File: config.mk
export PLATFORM = sky130hd
export DESIGN_NAME = lfu_cache_lru_tiebreak_core_flat
export DESIGN_NICKNAME = d
export VERILOG_FILES = /design/src/rtl/lfuc_pkg.sv /design/src/rtl/lfuc_req_if.sv /design/src/rtl/lfuc_rsp_if.sv /design/src/rtl/lfu_cache_lru_tiebreak_core.sv /design/src/rtl/lfuc_ctrl.sv /design/src/rtl/lfuc_dp.sv /design/src/flat_wrapper.sv
export SDC_FILE = /design/constraint.sdc
export NUM_CORES = 1
export LEC_CHECK = 0
export ABC_CLOCK_PERIOD_IN_PS = 8400
export BUFFER_PORTS_ARGS = -buffer_cell sky130_fd_sc_hd__buf_4
export CORE_AREA = 5 5 300 302
export DETAILED_ROUTE_END_ITERATION = 10
export DIE_AREA = 0 0 305 307
export PLACE_DENSITY = 0.79
export RECOVER_POWER = 100
export SLEW_MARGIN = 15
export SYNTH_ARGS = -nofsm -noshare
export SYNTH_HDL_FRONTEND = slang
export SYNTH_SLANG_ARGS = --single-unit
File: constraint.sdc
create_clock -name i_clk -period 8.4 [get_ports i_clk]
set_input_delay 1.68 -clock i_clk [delete_from_list [all_inputs] [get_ports i_clk]]
set_output_delay 1.68 -clock i_clk [all_outputs]
set_load 0.05 [all_outputs]
File: src/rtl/lfuc_pkg.sv
// shared constants, codes and control structs for the lfu cache core
`default_nettype none
package lfuc_pkg;

    localparam int ENTRIES_DEF    = 16;
    localparam int KEY_BITS_DEF   = 16;
    localparam int COUNT_BITS_DEF = 16;

    localparam int CAP_W   = 5;
    localparam int KEY_W   = 16;
    localparam int VALUE_W = 32;

    localparam logic [CAP_W-1:0]   CAP_RESET  = 5'd16;
    localparam logic [VALUE_W-1:0] MISS_VALUE = 32'hFFFF_FFFF;

    localparam logic CMD_GET = 1'b0;
    localparam logic CMD_PUT = 1'b1;

    typedef enum logic [1:0] {
        ADJ_NONE    = 2'd0,
        ADJ_TOUCH   = 2'd1,
        ADJ_REPLACE = 2'd2,
        ADJ_ADD     = 2'd3
    } t_adj;

    typedef struct packed {
        logic load;
        logic rd_en;
        logic commit;
    } t_dp_cmd;

    typedef struct packed {
        logic last_idx;
        logic out_free;
    } t_dp_sts;

endpackage
`default_nettype wire

File: src/rtl/lfuc_req_if.sv
// request channel: command, key and value with valid/ready
`default_nettype none
interface lfuc_req_if;
    logic                                valid;
    logic                                ready;
    logic                                command;
    logic        [lfuc_pkg::KEY_W-1:0]   key;
    logic signed [lfuc_pkg::VALUE_W-1:0] value;

    modport source (output valid, output command, output key, output value, input ready);
    modport sink   (input valid, input command, input key, input value, output ready);
endinterface
`default_nettype wire

File: src/rtl/lfuc_rsp_if.sv
// response channel: hit, read value and eviction report with valid/ready
`default_nettype none
interface lfuc_rsp_if;
    logic                                valid;
    logic                                ready;
    logic                                hit;
    logic signed [lfuc_pkg::VALUE_W-1:0] read_value;
    logic                                evicted;
    logic        [lfuc_pkg::KEY_W-1:0]   evicted_key;

    modport source (output valid, output hit, output read_value, output evicted,
                    output evicted_key, input ready);
    modport sink   (input valid, input hit, input read_value, input evicted,
                    input evicted_key, output ready);
endinterface
`default_nettype wire

File: src/rtl/lfu_cache_lru_tiebreak_core.sv
// top level of the lfu key/value cache with lru tie-break
//
// usage:
//   i_req carries one get or put per beat (command, key, value); o_rsp returns
//   one beat per request (hit, read_value, evicted, evicted_key), in order.
//   i_cfg_we/i_cfg_wdata write the capacity register; write it only while idle.
// sequencing:
//   a request is taken in the idle cycle, then every entry is read once from
//   the entry memories, one address per cycle; the next request is taken only
//   after this beat commits. the response is registered when the beat commits.
//   recency updates of each beat are folded into the scan of the next one.
// reset:
//   clears all entry valid bits, occupancy and the response register; the
//   capacity returns to 16. no clearing pass is needed.
// stall:
//   a waiting response does not block the next request; that request's scan
//   runs and its commit waits until the response register is free.
`default_nettype none
module lfu_cache_lru_tiebreak_core #(
    parameter int ENTRIES    = lfuc_pkg::ENTRIES_DEF,
    parameter int KEY_BITS   = lfuc_pkg::KEY_BITS_DEF,
    parameter int COUNT_BITS = lfuc_pkg::COUNT_BITS_DEF
) (
    input  wire logic                              i_clk,
    input  wire logic                              i_rst_n,
    input  wire logic                              i_cfg_we,
    input  wire logic [lfuc_pkg::CAP_W-1:0]        i_cfg_wdata,
    lfuc_req_if.sink                               i_req,
    lfuc_rsp_if.source                             o_rsp
);

    lfuc_pkg::t_dp_cmd dp_cmd;
    lfuc_pkg::t_dp_sts dp_sts;

    lfuc_ctrl u_ctrl (
        .i_clk       (i_clk),
        .i_rst_n     (i_rst_n),
        .i_req_valid (i_req.valid),
        .o_req_ready (i_req.ready),
        .i_sts       (dp_sts),
        .o_cmd       (dp_cmd)
    );

    lfuc_dp #(
        .ENTRIES    (ENTRIES),
        .KEY_BITS   (KEY_BITS),
        .COUNT_BITS (COUNT_BITS)
    ) u_dp (
        .i_clk         (i_clk),
        .i_rst_n       (i_rst_n),
        .i_cmd         (dp_cmd),
        .o_sts         (dp_sts),
        .i_cfg_we      (i_cfg_we),
        .i_cfg_wdata   (i_cfg_wdata),
        .i_command     (i_req.command),
        .i_key         (i_req.key),
        .i_value       (i_req.value),
        .o_rsp_valid   (o_rsp.valid),
        .i_rsp_ready   (o_rsp.ready),
        .o_hit         (o_rsp.hit),
        .o_read_value  (o_rsp.read_value),
        .o_evicted     (o_rsp.evicted),
        .o_evicted_key (o_rsp.evicted_key)
    );

endmodule
`default_nettype wire

File: src/rtl/lfuc_ctrl.sv
// sequencer for accept, table scan, drain and commit of one beat
`default_nettype none
module lfuc_ctrl (
    input  wire logic              i_clk,
    input  wire logic              i_rst_n,
    input  wire logic              i_req_valid,
    output logic                   o_req_ready,
    input  wire lfuc_pkg::t_dp_sts i_sts,
    output lfuc_pkg::t_dp_cmd      o_cmd
);

    typedef enum logic [3:0] {
        S_IDLE   = 4'b0001,
        S_SCAN   = 4'b0010,
        S_DRAIN  = 4'b0100,
        S_COMMIT = 4'b1000
    } t_state;

    t_state r_state;
    t_state n_state;

    always_comb begin
        n_state      = r_state;
        o_req_ready  = 1'b0;
        o_cmd.load   = 1'b0;
        o_cmd.rd_en  = 1'b0;
        o_cmd.commit = 1'b0;
        unique case (r_state)
            S_IDLE: begin
                o_req_ready = i_rst_n;
                if (i_rst_n && i_req_valid) begin
                    o_cmd.load = 1'b1;
                    n_state    = S_SCAN;
                end
            end
            S_SCAN: begin
                o_cmd.rd_en = 1'b1;
                if (i_sts.last_idx) begin
                    n_state = S_DRAIN;
                end
            end
            S_DRAIN: begin
                n_state = S_COMMIT;
            end
            S_COMMIT: begin
                if (i_sts.out_free) begin
                    o_cmd.commit = 1'b1;
                    n_state      = S_IDLE;
                end
            end
            default: begin
                n_state = S_IDLE;
            end
        endcase
    end

    always_ff @(posedge i_clk) begin
        if (!i_rst_n) begin
            r_state <= S_IDLE;
        end else begin
            r_state <= n_state;
        end
    end

endmodule
`default_nettype wire

File: src/rtl/lfuc_dp.sv
// entry memories, scan compare, replacement decision and response register
`default_nettype none
module lfuc_dp #(
    parameter int ENTRIES    = lfuc_pkg::ENTRIES_DEF,
    parameter int KEY_BITS   = lfuc_pkg::KEY_BITS_DEF,
    parameter int COUNT_BITS = lfuc_pkg::COUNT_BITS_DEF
) (
    input  wire logic                                i_clk,
    input  wire logic                                i_rst_n,
    input  wire lfuc_pkg::t_dp_cmd                   i_cmd,
    output lfuc_pkg::t_dp_sts                        o_sts,
    input  wire logic                                i_cfg_we,
    input  wire logic        [lfuc_pkg::CAP_W-1:0]   i_cfg_wdata,
    input  wire logic                                i_command,
    input  wire logic        [lfuc_pkg::KEY_W-1:0]   i_key,
    input  wire logic signed [lfuc_pkg::VALUE_W-1:0] i_value,
    output logic                                     o_rsp_valid,
    input  wire logic                                i_rsp_ready,
    output logic                                     o_hit,
    output logic signed      [lfuc_pkg::VALUE_W-1:0] o_read_value,
    output logic                                     o_evicted,
    output logic             [lfuc_pkg::KEY_W-1:0]   o_evicted_key
);

    localparam int IW = (ENTRIES > 1) ? $clog2(ENTRIES) : 1;
    localparam int OW = $clog2(ENTRIES + 1);
    localparam int KW = (KEY_BITS < lfuc_pkg::KEY_W) ? KEY_BITS : lfuc_pkg::KEY_W;
    localparam int CB = COUNT_BITS;
    localparam int VW = lfuc_pkg::VALUE_W;

    // entry storage
    logic [KW-1:0] r_key_mem  [ENTRIES];
    logic [VW-1:0] r_data_mem [ENTRIES];
    logic [CB-1:0] r_cnt_mem  [ENTRIES];
    logic [IW-1:0] r_rank_mem [ENTRIES];
    logic [ENTRIES-1:0] r_valid;

    logic [OW-1:0]              r_occ;
    logic [lfuc_pkg::CAP_W-1:0] r_cap;

    // rank adjustment left over from the previous beat
    lfuc_pkg::t_adj r_pend;
    logic [IW-1:0]  r_pend_thr;
    logic [IW-1:0]  r_pend_slot;

    // current beat
    logic          r_put;
    logic [KW-1:0] r_key;
    logic [VW-1:0] r_val;
    logic [IW-1:0] r_idx;

    // read stage
    logic          r_chk;
    logic [IW-1:0] r_chk_idx;
    logic [KW-1:0] r_rd_key;
    logic [VW-1:0] r_rd_data;
    logic [CB-1:0] r_rd_cnt;
    logic [IW-1:0] r_rd_rank;

    // scan results
    logic          r_found;
    logic [IW-1:0] r_found_idx;
    logic [VW-1:0] r_found_data;
    logic [CB-1:0] r_found_cnt;
    logic [IW-1:0] r_found_rank;
    logic          r_vic_any;
    logic [IW-1:0] r_vic_idx;
    logic [KW-1:0] r_vic_key;
    logic [CB-1:0] r_vic_cnt;
    logic [IW-1:0] r_vic_rank;
    logic          r_free_any;
    logic [IW-1:0] r_free_idx;

    logic          r_out_valid;

    logic          rd_v;
    logic [IW-1:0] adj_rank;
    logic          key_match;
    logic          vic_better;

    logic [OW-1:0] cap_eff;
    logic          do_put;
    logic          touch;
    logic          ins;
    logic          evict;
    logic          ins_ok;
    logic [IW-1:0] slot;
    logic [IW-1:0] c_addr;
    logic [CB-1:0] cnt_sat;

    logic          key_we;
    logic          data_we;
    logic [VW-1:0] data_wd;
    logic          cnt_we;
    logic [CB-1:0] cnt_wd;
    logic          rank_we;
    logic [IW-1:0] rank_wa;
    logic [IW-1:0] rank_wd;

    // adjusted rank of the row under check
    always_comb begin
        adj_rank = r_rd_rank;
        if (r_chk_idx != r_pend_slot) begin
            unique case (r_pend)
                lfuc_pkg::ADJ_TOUCH: begin
                    adj_rank = (r_rd_rank < r_pend_thr) ? r_rd_rank + IW'(1) : r_rd_rank;
                end
                lfuc_pkg::ADJ_REPLACE: begin
                    adj_rank = (r_rd_rank > r_pend_thr) ? r_rd_rank : r_rd_rank + IW'(1);
                end
                lfuc_pkg::ADJ_ADD: begin
                    adj_rank = r_rd_rank + IW'(1);
                end
                lfuc_pkg::ADJ_NONE: begin
                    adj_rank = r_rd_rank;
                end
                default: begin
                    adj_rank = r_rd_rank;
                end
            endcase
        end
    end

    assign rd_v       = r_valid[r_chk_idx];
    assign key_match  = rd_v && (r_rd_key == r_key);
    assign vic_better = rd_v && (!r_vic_any || (r_rd_cnt < r_vic_cnt) ||
                                 ((r_rd_cnt == r_vic_cnt) && (adj_rank > r_vic_rank)));

    // replacement decision
    always_comb begin
        cap_eff = (32'(r_cap) >= ENTRIES) ? OW'(ENTRIES) : OW'(r_cap);
        do_put  = (r_put == lfuc_pkg::CMD_PUT) && (cap_eff != '0);
        touch   = r_found && ((r_put == lfuc_pkg::CMD_GET) || do_put);
        ins     = do_put && !r_found;
        evict   = ins && (r_occ >= cap_eff) && r_vic_any;
        ins_ok  = ins && (evict || r_free_any);
        slot    = evict ? r_vic_idx : r_free_idx;
        c_addr  = touch ? r_found_idx : slot;
        cnt_sat = (r_found_cnt == {CB{1'b1}}) ? r_found_cnt : r_found_cnt + CB'(1);
    end

    always_comb begin
        key_we  = i_cmd.commit && ins_ok;
        data_we = i_cmd.commit && (ins_ok || (touch && (r_put == lfuc_pkg::CMD_PUT)));
        data_wd = r_val;
        cnt_we  = i_cmd.commit && (ins_ok || touch);
        cnt_wd  = ins_ok ? CB'(1) : cnt_sat;
        if (i_cmd.commit && (ins_ok || touch)) begin
            rank_we = 1'b1;
            rank_wa = c_addr;
            rank_wd = '0;
        end else begin
            rank_we = r_chk;
            rank_wa = r_chk_idx;
            rank_wd = adj_rank;
        end
    end

    always_ff @(posedge i_clk) begin
        if (key_we) begin
            r_key_mem[c_addr] <= r_key;
        end
        if (i_cmd.rd_en) begin
            r_rd_key <= r_key_mem[r_idx];
        end
    end

    always_ff @(posedge i_clk) begin
        if (data_we) begin
            r_data_mem[c_addr] <= data_wd;
        end
        if (i_cmd.rd_en) begin
            r_rd_data <= r_data_mem[r_idx];
        end
    end

    always_ff @(posedge i_clk) begin
        if (cnt_we) begin
            r_cnt_mem[c_addr] <= cnt_wd;
        end
        if (i_cmd.rd_en) begin
            r_rd_cnt <= r_cnt_mem[r_idx];
        end
    end

    always_ff @(posedge i_clk) begin
        if (rank_we) begin
            r_rank_mem[rank_wa] <= rank_wd;
        end
        if (i_cmd.rd_en) begin
            r_rd_rank <= r_rank_mem[r_idx];
        end
    end

    // control state
    always_ff @(posedge i_clk) begin
        if (!i_rst_n) begin
            r_valid     <= '0;
            r_occ       <= '0;
            r_cap       <= lfuc_pkg::CAP_RESET;
            r_pend      <= lfuc_pkg::ADJ_NONE;
            r_chk       <= 1'b0;
            r_out_valid <= 1'b0;
        end else begin
            r_chk <= i_cmd.rd_en;
            if (i_cfg_we) begin
                r_cap <= i_cfg_wdata;
            end
            if (i_cmd.commit) begin
                r_out_valid <= 1'b1;
                if (touch) begin
                    r_pend <= lfuc_pkg::ADJ_TOUCH;
                end else if (ins_ok) begin
                    r_valid[slot] <= 1'b1;
                    if (evict) begin
                        r_pend <= lfuc_pkg::ADJ_REPLACE;
                    end else begin
                        r_pend <= lfuc_pkg::ADJ_ADD;
                        r_occ  <= r_occ + OW'(1);
                    end
                end else begin
                    r_pend <= lfuc_pkg::ADJ_NONE;
                end
            end else if (i_rsp_ready) begin
                r_out_valid <= 1'b0;
            end
        end
    end

    // beat capture, scan and response payload
    always_ff @(posedge i_clk) begin
        if (i_cmd.load) begin
            r_put      <= i_command;
            r_key      <= i_key[KW-1:0];
            r_val      <= i_value;
            r_idx      <= '0;
            r_found    <= 1'b0;
            r_vic_any  <= 1'b0;
            r_free_any <= 1'b0;
        end else if (i_cmd.rd_en) begin
            r_idx <= r_idx + IW'(1);
        end
        if (i_cmd.rd_en) begin
            r_chk_idx <= r_idx;
        end
        if (r_chk) begin
            if (key_match && !r_found) begin
                r_found      <= 1'b1;
                r_found_idx  <= r_chk_idx;
                r_found_data <= r_rd_data;
                r_found_cnt  <= r_rd_cnt;
                r_found_rank <= adj_rank;
            end
            if (vic_better) begin
                r_vic_any  <= 1'b1;
                r_vic_idx  <= r_chk_idx;
                r_vic_key  <= r_rd_key;
                r_vic_cnt  <= r_rd_cnt;
                r_vic_rank <= adj_rank;
            end
            if (!rd_v && !r_free_any) begin
                r_free_any <= 1'b1;
                r_free_idx <= r_chk_idx;
            end
        end
        if (i_cmd.commit) begin
            if (touch) begin
                r_pend_thr  <= r_found_rank;
                r_pend_slot <= r_found_idx;
            end else begin
                r_pend_thr  <= r_vic_rank;
                r_pend_slot <= slot;
            end
            o_hit         <= r_found;
            o_read_value  <= ((r_put == lfuc_pkg::CMD_GET) && r_found) ?
                             r_found_data : lfuc_pkg::MISS_VALUE;
            o_evicted     <= evict;
            o_evicted_key <= evict ? lfuc_pkg::KEY_W'(r_vic_key) : '0;
        end
    end

    assign o_rsp_valid    = r_out_valid;
    assign o_sts.last_idx = (r_idx == IW'(ENTRIES - 1));
    assign o_sts.out_free = !r_out_valid || i_rsp_ready;

endmodule
`default_nettype wire

File: src/flat_wrapper.sv
// flat-port wrapper written by rule: the top's interface ports become plain ports
module lfu_cache_lru_tiebreak_core_flat 
#(
    parameter int ENTRIES    = lfuc_pkg::ENTRIES_DEF,
    parameter int KEY_BITS   = lfuc_pkg::KEY_BITS_DEF,
    parameter int COUNT_BITS = lfuc_pkg::COUNT_BITS_DEF
)
  (i_clk, i_rst_n, i_cfg_we, i_cfg_wdata, i_req_valid, i_req_command, i_req_key, i_req_value, i_req_ready, o_rsp_valid, o_rsp_hit, o_rsp_read_value, o_rsp_evicted, o_rsp_evicted_key, o_rsp_ready);
  lfuc_req_if i_req_i ();
  lfuc_rsp_if o_rsp_i ();
  input  wire logic i_clk;
  input  wire logic i_rst_n;
  input  wire logic i_cfg_we;
  input  wire logic [lfuc_pkg::CAP_W-1:0] i_cfg_wdata;
  input wire logic [$bits(i_req_i.valid)-1:0] i_req_valid;
  input wire logic [$bits(i_req_i.command)-1:0] i_req_command;
  input wire logic [$bits(i_req_i.key)-1:0] i_req_key;
  input wire logic [$bits(i_req_i.value)-1:0] i_req_value;
  output wire logic [$bits(i_req_i.ready)-1:0] i_req_ready;
  output wire logic [$bits(o_rsp_i.valid)-1:0] o_rsp_valid;
  output wire logic [$bits(o_rsp_i.hit)-1:0] o_rsp_hit;
  output wire logic [$bits(o_rsp_i.read_value)-1:0] o_rsp_read_value;
  output wire logic [$bits(o_rsp_i.evicted)-1:0] o_rsp_evicted;
  output wire logic [$bits(o_rsp_i.evicted_key)-1:0] o_rsp_evicted_key;
  input wire logic [$bits(o_rsp_i.ready)-1:0] o_rsp_ready;
  assign i_req_i.valid = i_req_valid;
  assign i_req_i.command = i_req_command;
  assign i_req_i.key = i_req_key;
  assign i_req_i.value = i_req_value;
  assign i_req_ready = i_req_i.ready;
  assign o_rsp_valid = o_rsp_i.valid;
  assign o_rsp_hit = o_rsp_i.hit;
  assign o_rsp_read_value = o_rsp_i.read_value;
  assign o_rsp_evicted = o_rsp_i.evicted;
  assign o_rsp_evicted_key = o_rsp_i.evicted_key;
  assign o_rsp_i.ready = o_rsp_ready;
  lfu_cache_lru_tiebreak_core #(.ENTRIES(ENTRIES), .KEY_BITS(KEY_BITS), .COUNT_BITS(COUNT_BITS)) u_core (.i_clk(i_clk), .i_rst_n(i_rst_n), .i_cfg_we(i_cfg_we), .i_cfg_wdata(i_cfg_wdata), .i_req(i_req_i), .o_rsp(o_rsp_i));
endmodule
* Yosys cells after proc, flatten, opt, wreduce, memory -nomap -nowiden
Memories as Yosys holds them, arrays and structs flattened. A register that Yosys moved wholly into a read port is not among the register bits.
Cells that the tools add are included.
** Storage, ports and cells
- RAM bits :: 1088
- Output and inout port bits :: 52
- Input bits :: 59
- Memories :: 4
- Flip-flop bits (word level) :: 252
** Memories
- u_core.u_dp.r_data_mem :: words 16, width 32, read ports 1, clocked after Yosys merged registers in 1, write ports 1, RTL line lfuc_dp.sv:33 : logic [VW-1:0] r_data_mem [ENTRIES];
- u_core.u_dp.r_cnt_mem :: words 16, width 16, read ports 1, clocked after Yosys merged registers in 1, write ports 1, RTL line lfuc_dp.sv:34 : logic [CB-1:0] r_cnt_mem [ENTRIES];
- u_core.u_dp.r_key_mem :: words 16, width 16, read ports 1, clocked after Yosys merged registers in 1, write ports 1, RTL line lfuc_dp.sv:32 : logic [KW-1:0] r_key_mem [ENTRIES];
- u_core.u_dp.r_rank_mem :: words 16, width 4, read ports 1, clocked after Yosys merged registers in 1, write ports 1, RTL line lfuc_dp.sv:35 : logic [IW-1:0] r_rank_mem [ENTRIES];
** Operators by class
- Equality and inequality tests :: 15
- Bitwise operators :: 4
- $lt $le $gt $ge :: 9
- Reductions and logical operators :: 39
- Add/sub/neg operators :: 4
- Mux-type cells :: 49
** Operators with widths (number)
- 4-bit 2-to-1 mux :: 11
- 16-bit equality test :: 2
- 16-bit 2-to-1 mux :: 2
- 4-bit case mux with 4 select lines :: 2
- 1-bit 2-to-1 mux :: 29
- 1-bit logical AND :: 18
- 16-bit by 1-bit adder with 16-bit output, second input constant :: 1
- 16-bit equality test, second input constant :: 1
- 16-bit < comparator :: 1
- 16-bit OR :: 1
- 4-bit by 5-bit < comparator with 1-bit output, second input constant :: 2
- 4-bit by 1-bit adder with 4-bit output, second input constant :: 2
- 4-bit equality test, second input constant :: 2
- 4-bit greater-than comparator :: 2
- 1-bit logical OR :: 7
- 2-bit AND reduction :: 3
- 3-bit AND reduction :: 2
- 5-bit by 1-bit adder with 5-bit output, second input constant :: 1
- 5-bit >= comparator :: 1
- 5-bit >= comparator, second input constant :: 1
- 1-bit logical NOT :: 5
- 5-bit 2-to-1 mux :: 1
- 5-bit nonzero test :: 1
- 1-bit binary-select mux with 4-bit select :: 1
- other kinds (16) :: 21

* Depth between registers and ports, before layout
- Depth in word-level cells :: 14
- Mapped depth :: 15

* Modules after synthesis
From an unflattened synthesis, not the netlist that was laid out.
** Second synthesis, totals
- Cells, all modules :: 2348
- Area total of the unflattened synthesis :: 53366.2 µm²
** Modules (own cells, without submodules)
- lfuc_dp :: cells an instance 2320, instances 1, area an instance 53094.7 µm²
- lfuc_ctrl :: cells an instance 28, instances 1, area an instance 271.5 µm²

* Least setup slack after synthesis
No wires, ideal clock.
- Path type :: reg2reg
- From :: register u_core.u_dp.r_chk_idx[0]
- To :: register u_core.u_dp.r_found_cnt[0] (enable)
- Stages on the path, launching flop included :: 6
- Slack :: 1.068 ns
- Buffers on the path :: 1
- Arrival time :: 6.720 ns
- Period minus slack after synthesis :: 7.332 ns
- Cell sequence :: edfxtp_1 -> clkbuf_1 -> mux4_2 -> mux4_2 -> nand2_1 -> nor4_1
** Between the ends
- Longest elaborated chain between the ends :: 5
** RTL lines
- from (decl) :: RTL line lfuc_dp.sv:54 : logic [IW-1:0] r_chk_idx;
- from (signal assigned) :: RTL line lfuc_dp.sv:244 : r_chk_idx <= r_idx;
- 1-bit binary-select mux with 4-bit select :: RTL line lfuc_dp.sv:124 : assign rd_v = r_valid[r_chk_idx];
- 1-bit 2-to-1 mux (implied by the code) :: RTL line lfuc_dp.sv:124
- 1-bit logical AND :: RTL line lfuc_dp.sv:125 : assign key_match = rd_v && (r_rd_key == r_key);
- 1-bit logical AND :: RTL line lfuc_dp.sv:247 : if (key_match && !r_found) begin
- 2-bit AND reduction (no source line)
- to (signal assigned) :: RTL line lfuc_dp.sv:251 : r_found_cnt <= r_rd_cnt;
- to (decl) :: RTL line lfuc_dp.sv:64 : logic [CB-1:0] r_found_cnt;
Every way passes these cells. The select of a mux whose other input is x is not followed.
A chain may end at the register's enable or synchronous reset.

* Worst setup path after layout
- From :: register u_core.u_dp.r_cap[0] in the netlist's numbering
- To :: memory u_core.u_dp.r_data_mem[15][15] in the netlist's numbering (enable)
** RTL lines
- from (decl) :: RTL line lfuc_dp.sv:39 : logic [lfuc_pkg::CAP_W-1:0] r_cap;
- from (signal assigned) :: RTL line lfuc_dp.sv:200 : r_cap <= lfuc_pkg::CAP_RESET;
- from (signal assigned) :: RTL line lfuc_dp.sv:207 : r_cap <= i_cfg_wdata;
- 5-bit >= comparator :: RTL line lfuc_dp.sv:131 : cap_eff = (32'(r_cap) >= ENTRIES) ? OW'(ENTRIES) : OW'(r_cap);
- 5-bit 2-to-1 mux * :: RTL line lfuc_dp.sv:131
- branches (longest 6 deep; another with 5-bit >= comparator)
- 4-bit 2-to-1 mux * :: RTL line lfuc_dp.sv:138 : c_addr = touch ? r_found_idx : slot;
- via u_core.u_dp.c_addr[2] :: RTL line lfuc_dp.sv:88 : logic [IW-1:0] c_addr;
- to (decl) :: RTL line lfuc_dp.sv:33
Mark *: on every way through the listed nets, which the timed path passes.

==> flow_metrics.env <==
export IMPL_status="complete, but fails checks"
export IMPL_failed_checks="max-capacitance violations, max-slew violations"
export IMPL_timing_rr_end="u_core.u_dp.r_data_mem[15][15]"
export IMPL_min_to="u_core.u_dp.r_found_data[23]"
export IMPL_clk_transition_reported_paths_ps=70
export IMPL_fmax_mhz=154
export IMPL_firstDrtPassIters=5
export IMPL_required_ps=8750
export IMPL_synthFlopType="edfxtp_1"
export IMPL_unrepaired_setup_endpoints_after_global_routing="no"
export IMPL_htree_levels=4
export IMPL_p_leak_nw=18.3
export IMPL_port_buffers=110
export IMPL_drt_wl_total_um=124000
export IMPL_synth_seq_cells=1408
export IMPL_worstSkewPairLatency_ps=750
export IMPL_worst_slew_margin_rel=-2.00
export IMPL_grt_first_pass_wirelength_um=182000
export IMPL_layout_common_cells="edfxtp_1, mux4_2, clkbuf_1"
export IMPL_postSynthNetCount=2473
export IMPL_drc=0
export IMPL_setup_violations=0
export IMPL_worstPathMaxFanout=25
export IMPL_cts_repair_resize_count=0
export IMPL_timing_critical_path_slowest_stage_cell="nor2_1"
export IMPL_vdd_ir_drop_max_mv=0.211
export IMPL_fin_nets=2683
export IMPL_hold_viol_final=0
export IMPL_start_util=0.612
export IMPL_power_density_mw_per_mm2=248
export IMPL_gr_usage_all_layers=0.264
export IMPL_path_common_cell="nor2_1"
export IMPL_clock_tree_from_tritoncts="yes"
export IMPL_timing_worst_setup_path_type="register to register"
export IMPL_synthesized_instance_count=2381
export IMPL_synth_avg_cell_area_um2=22.5
export IMPL_tightest_slew_ps=4500
export IMPL_core_area_mm2=0.0874
export IMPL_cp_cell_sequence="inv_1, nor2_1, ha_1, nor2b_1, o21ai_0, a21o_1, a211oi_1, nor3_1, nand2_1, nor2_1, clkbuf_1"
export IMPL_final_setup_tns_ps=0
export IMPL_die_width_um=305
export IMPL_critPathMaxStageDelay_ps=1390
export IMPL_final_worst_path_period_need_ps=6490
export IMPL_cp_arrival_ps=6840
export IMPL_drtAntennaViolNets=0
export IMPL_synth_seq_area_share=0.783
export IMPL_die_area_mm2=0.0936
export IMPL_yosysTopAreaCell="edfxtp_1"
export IMPL_synth_area_mm2=0.0535
export IMPL_maximum_number_of_pins_on_one_net_before_global_route_repair=91
export IMPL_share_of_layout_cells_above_drive_strength_1=0.225
export IMPL_filler_cell_count=5090
export IMPL_synth_top_cells_by_area="edfxtp_1, mux4_2, dfxtp_1, ha_1, nand2b_1"
export IMPL_dp_final_hpwl_um=64500
export IMPL_critical_path_top_delay_family="simple AND/OR/NAND/NOR gates"
export IMPL_layout_area_overhead_vs_synth_pct=11.6
export IMPL_cts_hold_fix_buffers=0
export IMPL_number_of_cell_rows=109
export IMPL_cts_max_path_buffers=3
export IMPL_timing_final_crit_share=0.773
export IMPL_maxCapViolCount=28
export IMPL_clockRootBuffer="clkbuf_16"
export IMPL_boundaryPins=111
export IMPL_via_count_of_the_first_global_routing_pass=26700
export IMPL_worst_hold_startpoint="u_core.u_dp.r_rd_data[23]"
export IMPL_worst_r2r_startpoint="u_core.u_dp.r_cap[0]"
export IMPL_cts_setup_buffers=0
export IMPL_die_height_um=307
export IMPL_avgRoutedWirePerCell_um=32.1
export IMPL_hold_path_depth=0
export IMPL_worst_hold_path_type="register to register"
export IMPL_replace_congestion=0.842
export IMPL_synth_edff_count=1367
export IMPL_first_iter_violations=3470
export IMPL_numClockSinks=1408
export IMPL_crit_path_start="u_core.u_dp.r_cap[0]"
export IMPL_cts_buffers=137
export IMPL_fin_ws_ps=1910
export IMPL_worstPathBufferInverterCount=2
export IMPL_grt_ovfl_total=0
export IMPL_most_common_library_cell_in_the_layout_ignoring_fill_and_taps="edfxtp_1"
export IMPL_worst_r2r_cell_count=11
export IMPL_fin_skew_ps=44.3
export IMPL_diodes=0
export IMPL_yosysWarnings=0
export IMPL_synth_largest_type_area_fraction=0.767
export IMPL_vias=26100
export IMPL_antenna_found_initial=1
export IMPL_placement_setup_worst_slack_ps=3390
export IMPL_setup_worst_path_end_class="register"
export IMPL_reg2reg_setup_slack_ps=1910
export IMPL_ys_types=70
export IMPL_vias_per_cell=6.74
export IMPL_timing_max_transition_violations_final=945
export IMPL_critical_path_startpoint_type="register"
export IMPL_synth_async_reset_ratio=0
==> kinds of logic after synthesis <==
family          count (synthesis)  synth area share
xor+xnor                       42           0.00688
flops                        1408             0.783
buf+inv                       139            0.0105
mux                           354             0.147
compound gates                103            0.0148
simple gates                  302            0.0307
fa+ha+maj                      33           0.00772
==> stage by stage <==
step                cell area [um2]  cells  hold slack [ps]  power [mW]   util
CTS                           60400   3857              415        14.9  0.691
finish                        59700   3867              418        14.8  0.683
floorplan                     53500   2381              400        8.67      -
global placement              56000   3607              403        8.90  0.641
global route                  59700   3867              423        15.3  0.683
detailed placement            56100   3607              405        8.93  0.641
==> report_power, final <==
group | leakage [nW] | internal, mW | switching (mW)
registers | 12.6 | 7.72 | 0.110
logic | 3.58 | 0.544 | 0.449
clock network | 2.11 | 3.35 | 2.65
total | 18.3 | 11.6 | 3.21
==> synthesized netlist by cell type, drive strengths merged (2+ instances only) <==
cell type     n
a211oi        4
a21boi        4
a21o          8
a21oi        17
a31oi         4
a41oi         4
and2         10
and3         27
and4          3
buf          39
clkbuf       63
dfxtp        41
edfxtp     1367
ha           33
inv          36
mux2i         8
mux4        345
nand2        52
nand2b       42
nand3        17
nand4        15
nor2         58
nor2b        18
nor3         34
nor3b         4
nor4         11
nor4b         5
o211ai        2
o21a          8
o21ai        33
o22ai         2
o31a          2
o31ai         7
or2           2
or3           2
xnor2        14
xor2         28
==> worst max path at each step <==
stage,to,cells after the start
finish,u_core.u_dp.r_data_mem[15][15],11
global route,u_core.u_dp.r_data_mem[2][7],11
detailed placement,u_core.u_dp.r_rank_mem[8][2],9
global placement,u_core.u_dp.r_rank_mem[9][0],9
CTS,u_core.u_dp.r_data_mem[14][11],10
floorplan,u_core.u_dp.r_found_cnt[0],5
==> flip-flops by register name, indices dropped and copies added (netlist names), 16 cells and up <==
name	flops
u_core.u_dp.r_rd_cnt	16
u_core.u_dp.r_data_mem	512
u_core.u_dp.r_vic_key	16
u_core.u_dp.r_found_cnt	16
u_core.u_dp.r_key_mem	256
u_core.u_dp.r_rd_key	16
u_core.u_dp.data_wd	32
u_core.u_dp.r_valid	16
u_core.u_dp.r_rank_mem	64
u_core.u_dp.r_cnt_mem	256
u_core.u_dp.o_evicted_key	16
u_core.u_dp.o_read_value	32
u_core.u_dp.r_vic_cnt	16
u_core.u_dp.r_found_data	32
u_core.u_dp.r_rd_data	32
u_core.u_dp.r_key	16
==> final cells by class <==
class	count	area (um2)	area share
Clock buffer	169	3600	0.0603
Clock inverter	81	733	0.0123
Inverter	37	145	0.00243
Multi-Input combinational cell	834	11000	0.184
Sequential cell	1408	41900	0.701
Tap cell	1165	1460	0.0244
Timing Repair Buffer	173	923	0.0155
==> metal layers <==
metal	GRT usage	wire length, um	vias up	part of all wire
met5	0	13	-	0.00010
met4	0.0690	3460	2	0.028
met3	0.0512	12300	233	0.099
met2	0.440	63300	1782	0.51
met1	0.372	44900	13700	0.36
li1	-	-	10400	-
(Power assumes the default switching activity.)
